**config.mk**
```make
export PLATFORM = sky130hd
export DESIGN_NAME = actuator_motion_controller_top
export DESIGN_NICKNAME = d
export VERILOG_FILES = /design/src/hdl/amc_pkg.sv /design/src/hdl/amc_cfg_regs.sv /design/src/hdl/amc_core.sv /design/src/hdl/actuator_motion_controller_top.sv
export SDC_FILE = /design/constraint.sdc
export NUM_CORES = 1
export LEC_CHECK = 0
export BUFFER_PORTS_ARGS = -buffer_cell sky130_fd_sc_hd__buf_2
export CAP_MARGIN = 5
export CELL_PAD_IN_SITES_DETAIL_PLACEMENT = 0
export CELL_PAD_IN_SITES_GLOBAL_PLACEMENT = 2
export CORE_MARGIN = 1
export CORE_UTILIZATION = 39
export CTS_BUF_LIST = sky130_fd_sc_hd__clkbuf_4 sky130_fd_sc_hd__clkbuf_8 sky130_fd_sc_hd__clkbuf_16
export DETAILED_ROUTE_END_ITERATION = 12
export GPL_TIMING_DRIVEN = 1
export PLACE_DENSITY = 0.87
export SLEW_MARGIN = 20
export SYNTH_ARGS = -nofsm -noshare
export SYNTH_HDL_FRONTEND = slang
export SYNTH_SLANG_ARGS = --single-unit
```
**constraint.sdc**
```tcl
create_clock -name clk -period 6.82 [get_ports clk]
set_input_delay 0.682 -clock clk [delete_from_list [all_inputs] [get_ports clk]]
set_output_delay 0.682 -clock clk [all_outputs]
set_load 0.005 [all_outputs]
```
**src/hdl/amc_pkg.sv**
```systemverilog
// ----------------------------------------------------------------------------
// amc_pkg: shared types and constants for the actuator motion controller
// Request, command, link and register codes, reset values and the
// transaction structs passed between the controller modules.
// ----------------------------------------------------------------------------
package amc_pkg;

	// request types
	localparam logic [2:0] REQ_TICK     = 3'd0;
	localparam logic [2:0] REQ_LATCHED  = 3'd1;
	localparam logic [2:0] REQ_MOMENT   = 3'd2;
	localparam logic [2:0] REQ_STOP     = 3'd3;
	localparam logic [2:0] REQ_CUSTOM   = 3'd4;
	localparam logic [2:0] REQ_LINK     = 3'd5;
	localparam logic [2:0] REQ_KEY      = 3'd6;
	localparam logic [2:0] REQ_SPEED    = 3'd7;

	// command codes
	localparam logic [2:0] CMD_STOP     = 3'd0;
	localparam logic [2:0] CMD_CUSTOM   = 3'd7;

	// movement states
	localparam logic [2:0] MOVE_STOPPED = 3'd0;

	// actuators
	localparam logic [1:0] ACT_LEGS     = 2'd1;
	localparam logic [1:0] ACT_LUMBAR   = 2'd2;

	// link states
	localparam logic [1:0] LINK_UNKNOWN = 2'd0;
	localparam logic [1:0] LINK_ONLINE  = 2'd2;
	localparam logic [1:0] LINK_BAD     = 2'd3;

	// register map (word index)
	localparam logic [2:0] REG_TIMEOUT    = 3'd0;
	localparam logic [2:0] REG_PERIOD     = 3'd1;
	localparam logic [2:0] REG_GRACE      = 3'd2;
	localparam logic [2:0] REG_STATIONARY = 3'd3;
	localparam logic [2:0] REG_STILL_SPD  = 3'd4;
	localparam logic [2:0] REG_LUMBAR     = 3'd5;

	localparam int unsigned PADDR_W = 5;

	// register reset values
	localparam logic [15:0] DEF_TIMEOUT_MS    = 16'd500;
	localparam logic [15:0] DEF_PERIOD_MS     = 16'd100;
	localparam logic [15:0] DEF_GRACE_MS      = 16'd1000;
	localparam logic [15:0] DEF_STATIONARY_MS = 16'd1000;
	localparam logic [14:0] DEF_STILL_SPEED   = 15'd2;

	typedef struct packed {
		logic [15:0] timeout_ms;
		logic [15:0] period_ms;
		logic [15:0] grace_ms;
		logic [15:0] stationary_ms;
		logic [14:0] still_speed;
		logic        lumbar;
	} cfg_t;

	typedef struct packed {
		logic [2:0]         req_type;
		logic [31:0]        now_ms;
		logic [1:0]         actuator;
		logic               raise;
		logic [1:0]         new_link;
		logic [31:0]        key_code;
		logic [31:0]        command_word;
		logic signed [15:0] speed;
		logic               speed_valid;
	} item_t;

	typedef struct packed {
		logic [2:0]  move_state;
		logic        cmd_valid;
		logic [2:0]  cmd_code;
		logic [31:0] cmd_word;
		logic        flush_queue;
		logic        stall_stop;
	} result_t;

	// deadline reached when the wrapped difference is non-negative
	function automatic logic time_reached(input logic [31:0] now, input logic [31:0] t);
		logic [31:0] diff;
		diff = now - t;
		return ~diff[31];
	endfunction

endpackage

```
**src/hdl/amc_cfg_regs.sv**
```systemverilog
// ----------------------------------------------------------------------------
// amc_cfg_regs: configuration register bank
// APB-style write/read access to the six timing, limit and lumbar-enable registers.
// ----------------------------------------------------------------------------
module amc_cfg_regs (
	input  logic                         clk,
	input  logic                         arst_n,
	input  logic                         psel,
	input  logic                         penable,
	input  logic                         pwrite,
	input  logic [amc_pkg::PADDR_W-1:0]  paddr,
	input  logic [31:0]                  pwdata,
	output logic [31:0]                  prdata,
	output logic                         pready,
	output amc_pkg::cfg_t                cfg
);

	amc_pkg::cfg_t cfg_q;
	logic          wr_en;
	logic [2:0]    reg_idx;

	assign pready  = 1'b1;
	assign wr_en   = psel & penable & pwrite;
	assign reg_idx = paddr[amc_pkg::PADDR_W-1:2];
	assign cfg     = cfg_q;

	always_ff @(posedge clk or negedge arst_n) begin
		if (!arst_n) begin
			cfg_q.timeout_ms    <= amc_pkg::DEF_TIMEOUT_MS;
			cfg_q.period_ms     <= amc_pkg::DEF_PERIOD_MS;
			cfg_q.grace_ms      <= amc_pkg::DEF_GRACE_MS;
			cfg_q.stationary_ms <= amc_pkg::DEF_STATIONARY_MS;
			cfg_q.still_speed   <= amc_pkg::DEF_STILL_SPEED;
			cfg_q.lumbar        <= 1'b0;
		end else if (wr_en) begin
			case (reg_idx)
				amc_pkg::REG_TIMEOUT:    cfg_q.timeout_ms    <= pwdata[15:0];
				amc_pkg::REG_PERIOD:     cfg_q.period_ms     <= pwdata[15:0];
				amc_pkg::REG_GRACE:      cfg_q.grace_ms      <= pwdata[15:0];
				amc_pkg::REG_STATIONARY: cfg_q.stationary_ms <= pwdata[15:0];
				amc_pkg::REG_STILL_SPD:  cfg_q.still_speed   <= pwdata[14:0];
				amc_pkg::REG_LUMBAR:     cfg_q.lumbar        <= pwdata[0];
				default: ;
			endcase
		end
	end

	always_comb begin
		case (reg_idx)
			amc_pkg::REG_TIMEOUT:    prdata = {16'd0, cfg_q.timeout_ms};
			amc_pkg::REG_PERIOD:     prdata = {16'd0, cfg_q.period_ms};
			amc_pkg::REG_GRACE:      prdata = {16'd0, cfg_q.grace_ms};
			amc_pkg::REG_STATIONARY: prdata = {16'd0, cfg_q.stationary_ms};
			amc_pkg::REG_STILL_SPD:  prdata = {17'd0, cfg_q.still_speed};
			amc_pkg::REG_LUMBAR:     prdata = {31'd0, cfg_q.lumbar};
			default:                 prdata = 32'd0;
		endcase
	end

endmodule

```
**src/hdl/amc_core.sv**
```systemverilog
// ----------------------------------------------------------------------------
// amc_core: motion state and event decision logic
// Holds movement, link and timer state; works out one result per transaction
// and commits the new state when the transaction advances.
// ----------------------------------------------------------------------------
module amc_core (
	input  logic              clk,
	input  logic              arst_n,
	input  logic              advance,
	input  amc_pkg::item_t    item,
	input  amc_pkg::cfg_t     cfg,
	output amc_pkg::result_t  result
);

	logic [2:0]  motion_q,    motion_d;
	logic [1:0]  link_q,      link_d;
	logic        dl_set_q,    dl_set_d;
	logic [31:0] dl_time_q,   dl_time_d;
	logic [31:0] send_time_q, send_time_d;
	logic        start_set_q, start_set_d;
	logic [31:0] start_time_q, start_time_d;
	logic        still_set_q, still_set_d;
	logic [31:0] still_time_q, still_time_d;

	logic        online;
	logic        act_ok;
	logic [2:0]  req_state;
	logic [1:0]  nl;
	logic [16:0] mag;
	logic [31:0] start_ref;
	logic [31:0] run_ms;
	logic [31:0] still_ms;
	logic [1:0]  moving_act;
	logic [2:0]  motion_m1;

	assign online    = (link_q == amc_pkg::LINK_ONLINE);
	assign act_ok    = (item.actuator <= amc_pkg::ACT_LEGS) ||
	                   ((item.actuator == amc_pkg::ACT_LUMBAR) && cfg.lumbar);
	assign req_state = {item.actuator, 1'b0} + (item.raise ? 3'd1 : 3'd2);
	assign nl        = (item.new_link == amc_pkg::LINK_BAD) ? amc_pkg::LINK_UNKNOWN
	                                                        : item.new_link;
	assign mag       = item.speed[15] ? (17'h10000 - {1'b0, item.speed}) : {1'b0, item.speed};
	assign start_ref = start_set_q ? start_time_q : item.now_ms;
	assign run_ms    = item.now_ms - start_ref;
	assign still_ms  = item.now_ms - still_time_q;
	assign motion_m1 = motion_q - 3'd1;
	assign moving_act = motion_m1[2:1];

	always_comb begin
		motion_d     = motion_q;
		link_d       = link_q;
		dl_set_d     = dl_set_q;
		dl_time_d    = dl_time_q;
		send_time_d  = send_time_q;
		start_set_d  = start_set_q;
		start_time_d = start_time_q;
		still_set_d  = still_set_q;
		still_time_d = still_time_q;
		result       = '0;

		case (item.req_type)
			amc_pkg::REQ_TICK: begin
				if (dl_set_q && amc_pkg::time_reached(item.now_ms, dl_time_q)) begin
					result.flush_queue = 1'b1;
					motion_d    = amc_pkg::MOVE_STOPPED;
					dl_set_d    = 1'b0;
					start_set_d = 1'b0;
					still_set_d = 1'b0;
					if (online) begin
						result.cmd_valid = 1'b1;
						result.cmd_code  = amc_pkg::CMD_STOP;
					end
				end
				if (amc_pkg::time_reached(item.now_ms, send_time_q)) begin
					if (online && (motion_d != amc_pkg::MOVE_STOPPED)) begin
						result.cmd_valid = 1'b1;
						result.cmd_code  = motion_d;
					end
					send_time_d = item.now_ms + {16'd0, cfg.period_ms};
				end
			end
			amc_pkg::REQ_LATCHED, amc_pkg::REQ_MOMENT: begin
				if (act_ok) begin
					if (!online) begin
						motion_d    = amc_pkg::MOVE_STOPPED;
						dl_set_d    = 1'b0;
						start_set_d = 1'b0;
						still_set_d = 1'b0;
					end else begin
						if (item.req_type == amc_pkg::REQ_LATCHED) begin
							dl_set_d = 1'b0;
						end else begin
							dl_set_d  = 1'b1;
							dl_time_d = item.now_ms + {16'd0, cfg.timeout_ms};
						end
						if ((item.req_type == amc_pkg::REQ_LATCHED) ||
						    (motion_q != req_state)) begin
							result.flush_queue = 1'b1;
							motion_d     = req_state;
							send_time_d  = item.now_ms;
							start_set_d  = 1'b1;
							start_time_d = item.now_ms;
							still_set_d  = 1'b0;
						end
					end
				end
			end
			amc_pkg::REQ_STOP, amc_pkg::REQ_CUSTOM: begin
				result.flush_queue = 1'b1;
				motion_d    = amc_pkg::MOVE_STOPPED;
				dl_set_d    = 1'b0;
				start_set_d = 1'b0;
				still_set_d = 1'b0;
				if (online) begin
					result.cmd_valid = 1'b1;
					if (item.req_type == amc_pkg::REQ_CUSTOM) begin
						result.cmd_code = amc_pkg::CMD_CUSTOM;
						result.cmd_word = item.command_word;
					end else begin
						result.cmd_code = amc_pkg::CMD_STOP;
					end
				end
			end
			amc_pkg::REQ_LINK: begin
				if (nl != link_q) begin
					result.flush_queue = online || (nl == amc_pkg::LINK_ONLINE);
					link_d = nl;
					if (nl != amc_pkg::LINK_ONLINE) begin
						motion_d    = amc_pkg::MOVE_STOPPED;
						dl_set_d    = 1'b0;
						start_set_d = 1'b0;
						still_set_d = 1'b0;
					end
				end
			end
			amc_pkg::REQ_KEY: begin
				if (item.key_code != 32'd0) begin
					result.flush_queue = 1'b1;
					motion_d    = amc_pkg::MOVE_STOPPED;
					dl_set_d    = 1'b0;
					start_set_d = 1'b0;
					still_set_d = 1'b0;
				end
			end
			default: begin
				// speed sample: stall detection
				if (motion_q == amc_pkg::MOVE_STOPPED) begin
					dl_set_d    = 1'b0;
					start_set_d = 1'b0;
					still_set_d = 1'b0;
				end else begin
					if (!start_set_q) begin
						start_set_d  = 1'b1;
						start_time_d = item.now_ms;
					end
					if ((run_ms >= {16'd0, cfg.grace_ms}) &&
					    (moving_act == item.actuator) && item.speed_valid) begin
						if (mag > {2'd0, cfg.still_speed}) begin
							still_set_d = 1'b0;
						end else if (!still_set_q) begin
							still_set_d  = 1'b1;
							still_time_d = item.now_ms;
						end else if (still_ms >= {16'd0, cfg.stationary_ms}) begin
							result.flush_queue = 1'b1;
							result.stall_stop  = 1'b1;
							motion_d    = amc_pkg::MOVE_STOPPED;
							dl_set_d    = 1'b0;
							start_set_d = 1'b0;
							still_set_d = 1'b0;
						end
					end
				end
			end
		endcase

		result.move_state = motion_d;
	end

	always_ff @(posedge clk or negedge arst_n) begin
		if (!arst_n) begin
			motion_q     <= amc_pkg::MOVE_STOPPED;
			link_q       <= amc_pkg::LINK_UNKNOWN;
			dl_set_q     <= 1'b0;
			dl_time_q    <= 32'd0;
			send_time_q  <= 32'd0;
			start_set_q  <= 1'b0;
			start_time_q <= 32'd0;
			still_set_q  <= 1'b0;
			still_time_q <= 32'd0;
		end else if (advance) begin
			motion_q     <= motion_d;
			link_q       <= link_d;
			dl_set_q     <= dl_set_d;
			dl_time_q    <= dl_time_d;
			send_time_q  <= send_time_d;
			start_set_q  <= start_set_d;
			start_time_q <= start_time_d;
			still_set_q  <= still_set_d;
			still_time_q <= still_time_d;
		end
	end

endmodule

```
**src/hdl/actuator_motion_controller_top.sv**
```systemverilog
// ----------------------------------------------------------------------------
// actuator_motion_controller_top: motion controller for three actuators
// Input register, decision logic and result register, plus the APB register
// bank for timing and stall-limit settings.
// ----------------------------------------------------------------------------
// A transaction taken into the input register moves on into the result
// register, and onto the result ports, when that register is free or being read.
// Throughput: one transaction per cycle while out_stall is low, set by the
// single input register and single result register around the decision logic.
// Reset: arst_n clears both pipeline valids, the motion/link/timer state and
// restores the register defaults; no clearing pass is needed.
// ----------------------------------------------------------------------------
module actuator_motion_controller_top (
	input  logic                         clk,
	input  logic                         arst_n,

	// configuration port
	input  logic                         psel,
	input  logic                         penable,
	input  logic                         pwrite,
	input  logic [amc_pkg::PADDR_W-1:0]  paddr,
	input  logic [31:0]                  pwdata,
	output logic [31:0]                  prdata,
	output logic                         pready,

	// event channel
	input  logic                         in_valid,
	output logic                         in_stall,
	input  logic [2:0]                   req_type,
	input  logic [31:0]                  now_ms,
	input  logic [1:0]                   actuator,
	input  logic                         raise,
	input  logic [1:0]                   new_link,
	input  logic [31:0]                  key_code,
	input  logic [31:0]                  command_word,
	input  logic signed [15:0]           speed,
	input  logic                         speed_valid,

	// result channel
	output logic                         out_valid,
	input  logic                         out_stall,
	output logic [2:0]                   move_state,
	output logic                         cmd_valid,
	output logic [2:0]                   cmd_code,
	output logic [31:0]                  cmd_word,
	output logic                         flush_queue,
	output logic                         stall_stop
);

	amc_pkg::cfg_t    cfg;
	amc_pkg::item_t   item_s1;
	amc_pkg::result_t result;
	amc_pkg::result_t result_s2;
	logic             valid_s1;
	logic             valid_s2;
	logic             in_take;
	logic             advance;

	// Stage 1 moves into the result register whenever that register is empty
	// or its transaction is being taken this cycle, so the input register can
	// still take one transaction while a finished result waits.
	assign advance  = valid_s1 & (~valid_s2 | ~out_stall);
	assign in_stall = valid_s1 & ~advance;
	assign in_take  = in_valid & ~in_stall;

	amc_cfg_regs u_regs (
		.clk     (clk),
		.arst_n  (arst_n),
		.psel    (psel),
		.penable (penable),
		.pwrite  (pwrite),
		.paddr   (paddr),
		.pwdata  (pwdata),
		.prdata  (prdata),
		.pready  (pready),
		.cfg     (cfg)
	);

	// input register
	always_ff @(posedge clk or negedge arst_n) begin
		if (!arst_n) begin
			valid_s1 <= 1'b0;
		end else if (in_take) begin
			valid_s1 <= 1'b1;
		end else if (advance) begin
			valid_s1 <= 1'b0;
		end
	end

	always_ff @(posedge clk) begin
		if (in_take) begin
			item_s1.req_type     <= req_type;
			item_s1.now_ms       <= now_ms;
			item_s1.actuator     <= actuator;
			item_s1.raise        <= raise;
			item_s1.new_link     <= new_link;
			item_s1.key_code     <= key_code;
			item_s1.command_word <= command_word;
			item_s1.speed        <= speed;
			item_s1.speed_valid  <= speed_valid;
		end
	end

	// state is committed only when the transaction moves to the result register
	amc_core u_core (
		.clk     (clk),
		.arst_n  (arst_n),
		.advance (advance),
		.item    (item_s1),
		.cfg     (cfg),
		.result  (result)
	);

	// result register
	always_ff @(posedge clk or negedge arst_n) begin
		if (!arst_n) begin
			valid_s2 <= 1'b0;
		end else if (advance) begin
			valid_s2 <= 1'b1;
		end else if (~out_stall) begin
			valid_s2 <= 1'b0;
		end
	end

	always_ff @(posedge clk) begin
		if (advance) begin
			result_s2 <= result;
		end
	end

	assign out_valid   = valid_s2;
	assign move_state  = result_s2.move_state;
	assign cmd_valid   = result_s2.cmd_valid;
	assign cmd_code    = result_s2.cmd_code;
	assign cmd_word    = result_s2.cmd_word;
	assign flush_queue = result_s2.flush_queue;
	assign stall_stop  = result_s2.stall_stop;

endmodule

```
==> reports/metrics.csv <==
stage,metric,value,unit
synth,ys_seq_area_share,42.9,%
clocking,path_clk_slew,70,ps
synth,syn_area_per_cell,10.2,sq um
clocking,cts-root-buf,clkbuf_16,
detailed_routing,firstDrtPassIters,5,
clocking,postCtsHoldBufs,0,
sta,worst_slew_pin_slew,1170,ps
synth,synth_top_area_share,20.3,%
critical_path,worstSetupEndpointType,flip-flop,
detailed_routing,drc,0,
sta,slew_headroom,21.7,%
critical_path,r2r_cells,22,
sta,rsz0062_at_grt,no,
floorplanning,rows,90,
sta,finalSetupTns,0,ps
detailed_routing,wl_per_cell,20.2,microns
global_route,grt_pass1_vias,18400,
place,dpl.hpwl,51500,microns
global_route,grt_pass1_wl,106000,microns
critical_path,regToRegStartpoint,item_s1[89]$_DFFE_PP_,
detailed_routing,wl,68400,microns
synth,yosys.area_share.xor_xnor,4.46,%
synth,synth_cell_type_count,89,
global_route,gr-total-overflow,0,
clocking,cts_tree,done,
floorplanning,die_h,251,microns
synth,yosysMostFrequentCell,ha_1,
sta,holdWs,77.5,ps
sta,clock_skew,44.0,ps
sta,finalSetupViolCount,0,
synth,netlist_instances,2377,
clocking,cts_buffer_depth,3,
cells_and_area,areaGrowthSynthToFinish,13.4,%
synth,async_reset_ff_share,57.4,%
sta,fin_crit_sh,86.2,%
sta,maxSlewViolCount,0,
critical_path,rr_endpoint,u_core.still_time_q[11]$_DFFE_PN0P_,
power_and_ir_drop,p_total,8.71,mW
run_status,status,"complete, no violations",
clocking,cts_made_buffers,45,
power_and_ir_drop,p_leak,12.0,nW
floorplanning,initial_core_util,39.8,%
detailed_routing,drtIter0Drc,1228,
min_path,hold_class,input pin to async pin,
place,gp_congestion,0.889,
critical_path,worstSetupPathType,flip-flop to flip-flop,
synth,ys_top_cells_by_area,"dfrtp_1 20%, edfxtp_1 20%, ha_1 11%",
floorplanning,die_area,62900,sq um
sta,finalHoldViolations,0,
critical_path,crit_required,7270,ps
floorplanning,die_x,251,microns
global_route,grt_max_degree,136,
critical_path,r2r_slack,940,ps
cells_and_area,fin_util,45.1,%
global_route,grt_antenna_before_repair,1,
synth,synth_top_family_by_area,compound AO/OA/AOI/OAI gates,
sta,period_minus_slack,5880,ps
synth,synth_ff_type,dfrtp_1,
critical_path,crit_path_start_kind,flip-flop,
synth,ys_ff_latch,380,
synth,synth_top_cells_by_count,"207 x ha_1, 196 x dfrtp_1, 195 x nand2_1",
synth,netlist_area,24100,sq um
clocking,clkSinkCount,380,
flow_run,timing.max_cap.violations,0,
synth,synthAdderAreaFrac,11.1,%
synth,synth_edf_count,162,
critical_path,cp_max_fo,32,
clocking,cts_resized,0,
synth,yosys.area_share.simple,13.2,%
power_and_ir_drop,p_per_area,318,nW/um^2
detailed_routing,num_vias,18500,
cells_and_area,layout.nets,2937,
cells_and_area,final_layout_size_suffix_gt1_share,18.2,%
detailed_routing,via_per_inst,5.48,
cells_and_area,layout.cells.non_filler,3380,
synth,synth_warnings,0,
floorplanning,io_pins,241,
synth,synth_compound_area_share,14.6,%
synth,yosys.area.top_type,dfrtp_1,
synth,synth.area.mux_share,8.64,%
place,io_buffers,205,
detailed_routing,ant_nets,0,
place,dp_cells,3296,
sta,max_freq,0.170,GHz
critical_path,arrival,6330,ps
clocking,cts_setup_buffers,0,
power_and_ir_drop,ir_drop,238,uV
global_route,grt_usage,21.6,%
clocking,worstSkewPairLatency,610,ps
floorplanning,coreArea,60700,sq um
clocking,cts_max_level,2,
[final cells by class]
class	count	area (sq um)
Antenna cell	1	2.50
Clock buffer	53	1200
Clock inverter	30	264
Fill cell	5698	33300
Inverter	173	649
Multi-Input combinational cell	1727	12700
Sequential cell	380	10300
Tap cell	782	978
Timing Repair Buffer	234	1270
[cell usage in the layout (no fill, tap or decap), types with 10 or more instances in the layout]
cell	instances
and2_1	45
and3_1	29
nand2b_1	27
nand4_1	29
mux2_4	27
o22ai_1	20
a21o_1	68
o21a_1	15
nand3_1	44
buf_2	204
o21ai_0	141
nor2b_1	27
conb_1	17
mux2i_1	61
nor4_1	20
xnor2_1	79
inv_1	172
nor3_1	46
o21ai_1	12
clkbuf_16	45
mux2_1	11
nand2_1	195
clkinv_1	10
or3_1	17
a211oi_1	11
ha_1	207
o211ai_1	13
edfxtp_1	162
mux2_2	80
buf_4	28
xor2_1	44
a31oi_1	18
nor2_1	114
nor3b_1	11
o31ai_1	13
dfrtp_1	195
dfstp_2	22
a21oi_1	142
[worst max-delay path by stage]
stage                                         startpoint                             endpoint  slack [ps]  cells after the start
after global placement    u_core.start_set_q$_DFFE_PN0P_   u_core.still_time_q[2]$_DFFE_PN0P_         970                     19
final                              item_s1[89]$_DFFE_PP_  u_core.still_time_q[11]$_DFFE_PN0P_         940                     22
after CTS                 u_core.start_set_q$_DFFE_PN0P_  u_core.still_time_q[11]$_DFFE_PN0P_         920                     19
after global routing               item_s1[89]$_DFFE_PP_   u_core.still_time_q[2]$_DFFE_PN0P_         540                     22
after floorplan           u_core.start_set_q$_DFFE_PN0P_  u_core.still_time_q[10]$_DFFE_PN0P_        1390                     23
after detailed placement  u_core.start_set_q$_DFFE_PN0P_   u_core.still_time_q[2]$_DFFE_PN0P_         970                     19
[registers in the layout, indices dropped and copies added, names as in the netlist, 2 cells and up]
name / flops
item_s1: 121
u_core.start_time_q: 32
u_core.still_time_q: 32
u_core.dl_time_q: 32
cmd_word: 32
move_state: 3
u_core.motion_q: 3
cmd_code: 3
u_core.send_time_q: 32
u_regs.cfg: 80
u_core.link_q: 2
[power breakdown]
part	internal [mW]	switching [mW]	leakage [nW]	total [mW]
logic	1.34	1.83	7.03	3.18
clock network	1.39	1.02	0.721	2.40
registers	2.84	0.288	4.28	3.13
[stage by stage]
stage	area, sq um	setup WS (ps)
finish	27400	943
global route	27400	543
CTS	27400	925
detailed placement	25900	968
global placement	25900	973
floorplan	24200	1390
[critical path: stages (launching register included)]
cell	delay, ps
edfxtp_1	660
mux2i_1	150
ha_1	390
o211ai_1	100
a21oi_1	210
o211ai_1	190
a21oi_2	290
a21oi_1	150
nor2b_1	190
a21oi_1	100
xnor2_1	140
ha_1	200
inv_1	60
o221ai_1	120
a21o_1	180
or4_1	460
nor4_1	280
and4_1	220
o2111ai_1	120
nor4_1	180
a41o_2	290
or4_4	640
mux2_4	350
[routing by layer]
| layer | part of all wire [%] | up-vias | GRT usage, % |
|---|---|---|---|
| met5 | 0 | - | 0 |
| met3 | 4.6 | 90 | 3.16 |
| met2 | 48 | 424 | 36.1 |
| li1 | - | 8922 | - |
| met4 | 2.3 | 0 | 6.26 |
| met1 | 45 | 9085 | 29.1 |
[cells by family (layout without fill, tap and decap cells)]
kind of cell | Yosys count | count (layout)
AND/OR/NAND/NOR | 642 | 642
AO/OA/AOI/OAI | 553 | 553
flip-flops | 380 | 380
buffers and inverters | 285 | 490
adder cells (fa/ha/maj) | 211 | 211
multiplexers | 181 | 181
XOR/XNOR | 123 | 123
other | 2 | 18
(Power assumes the default switching activity.)
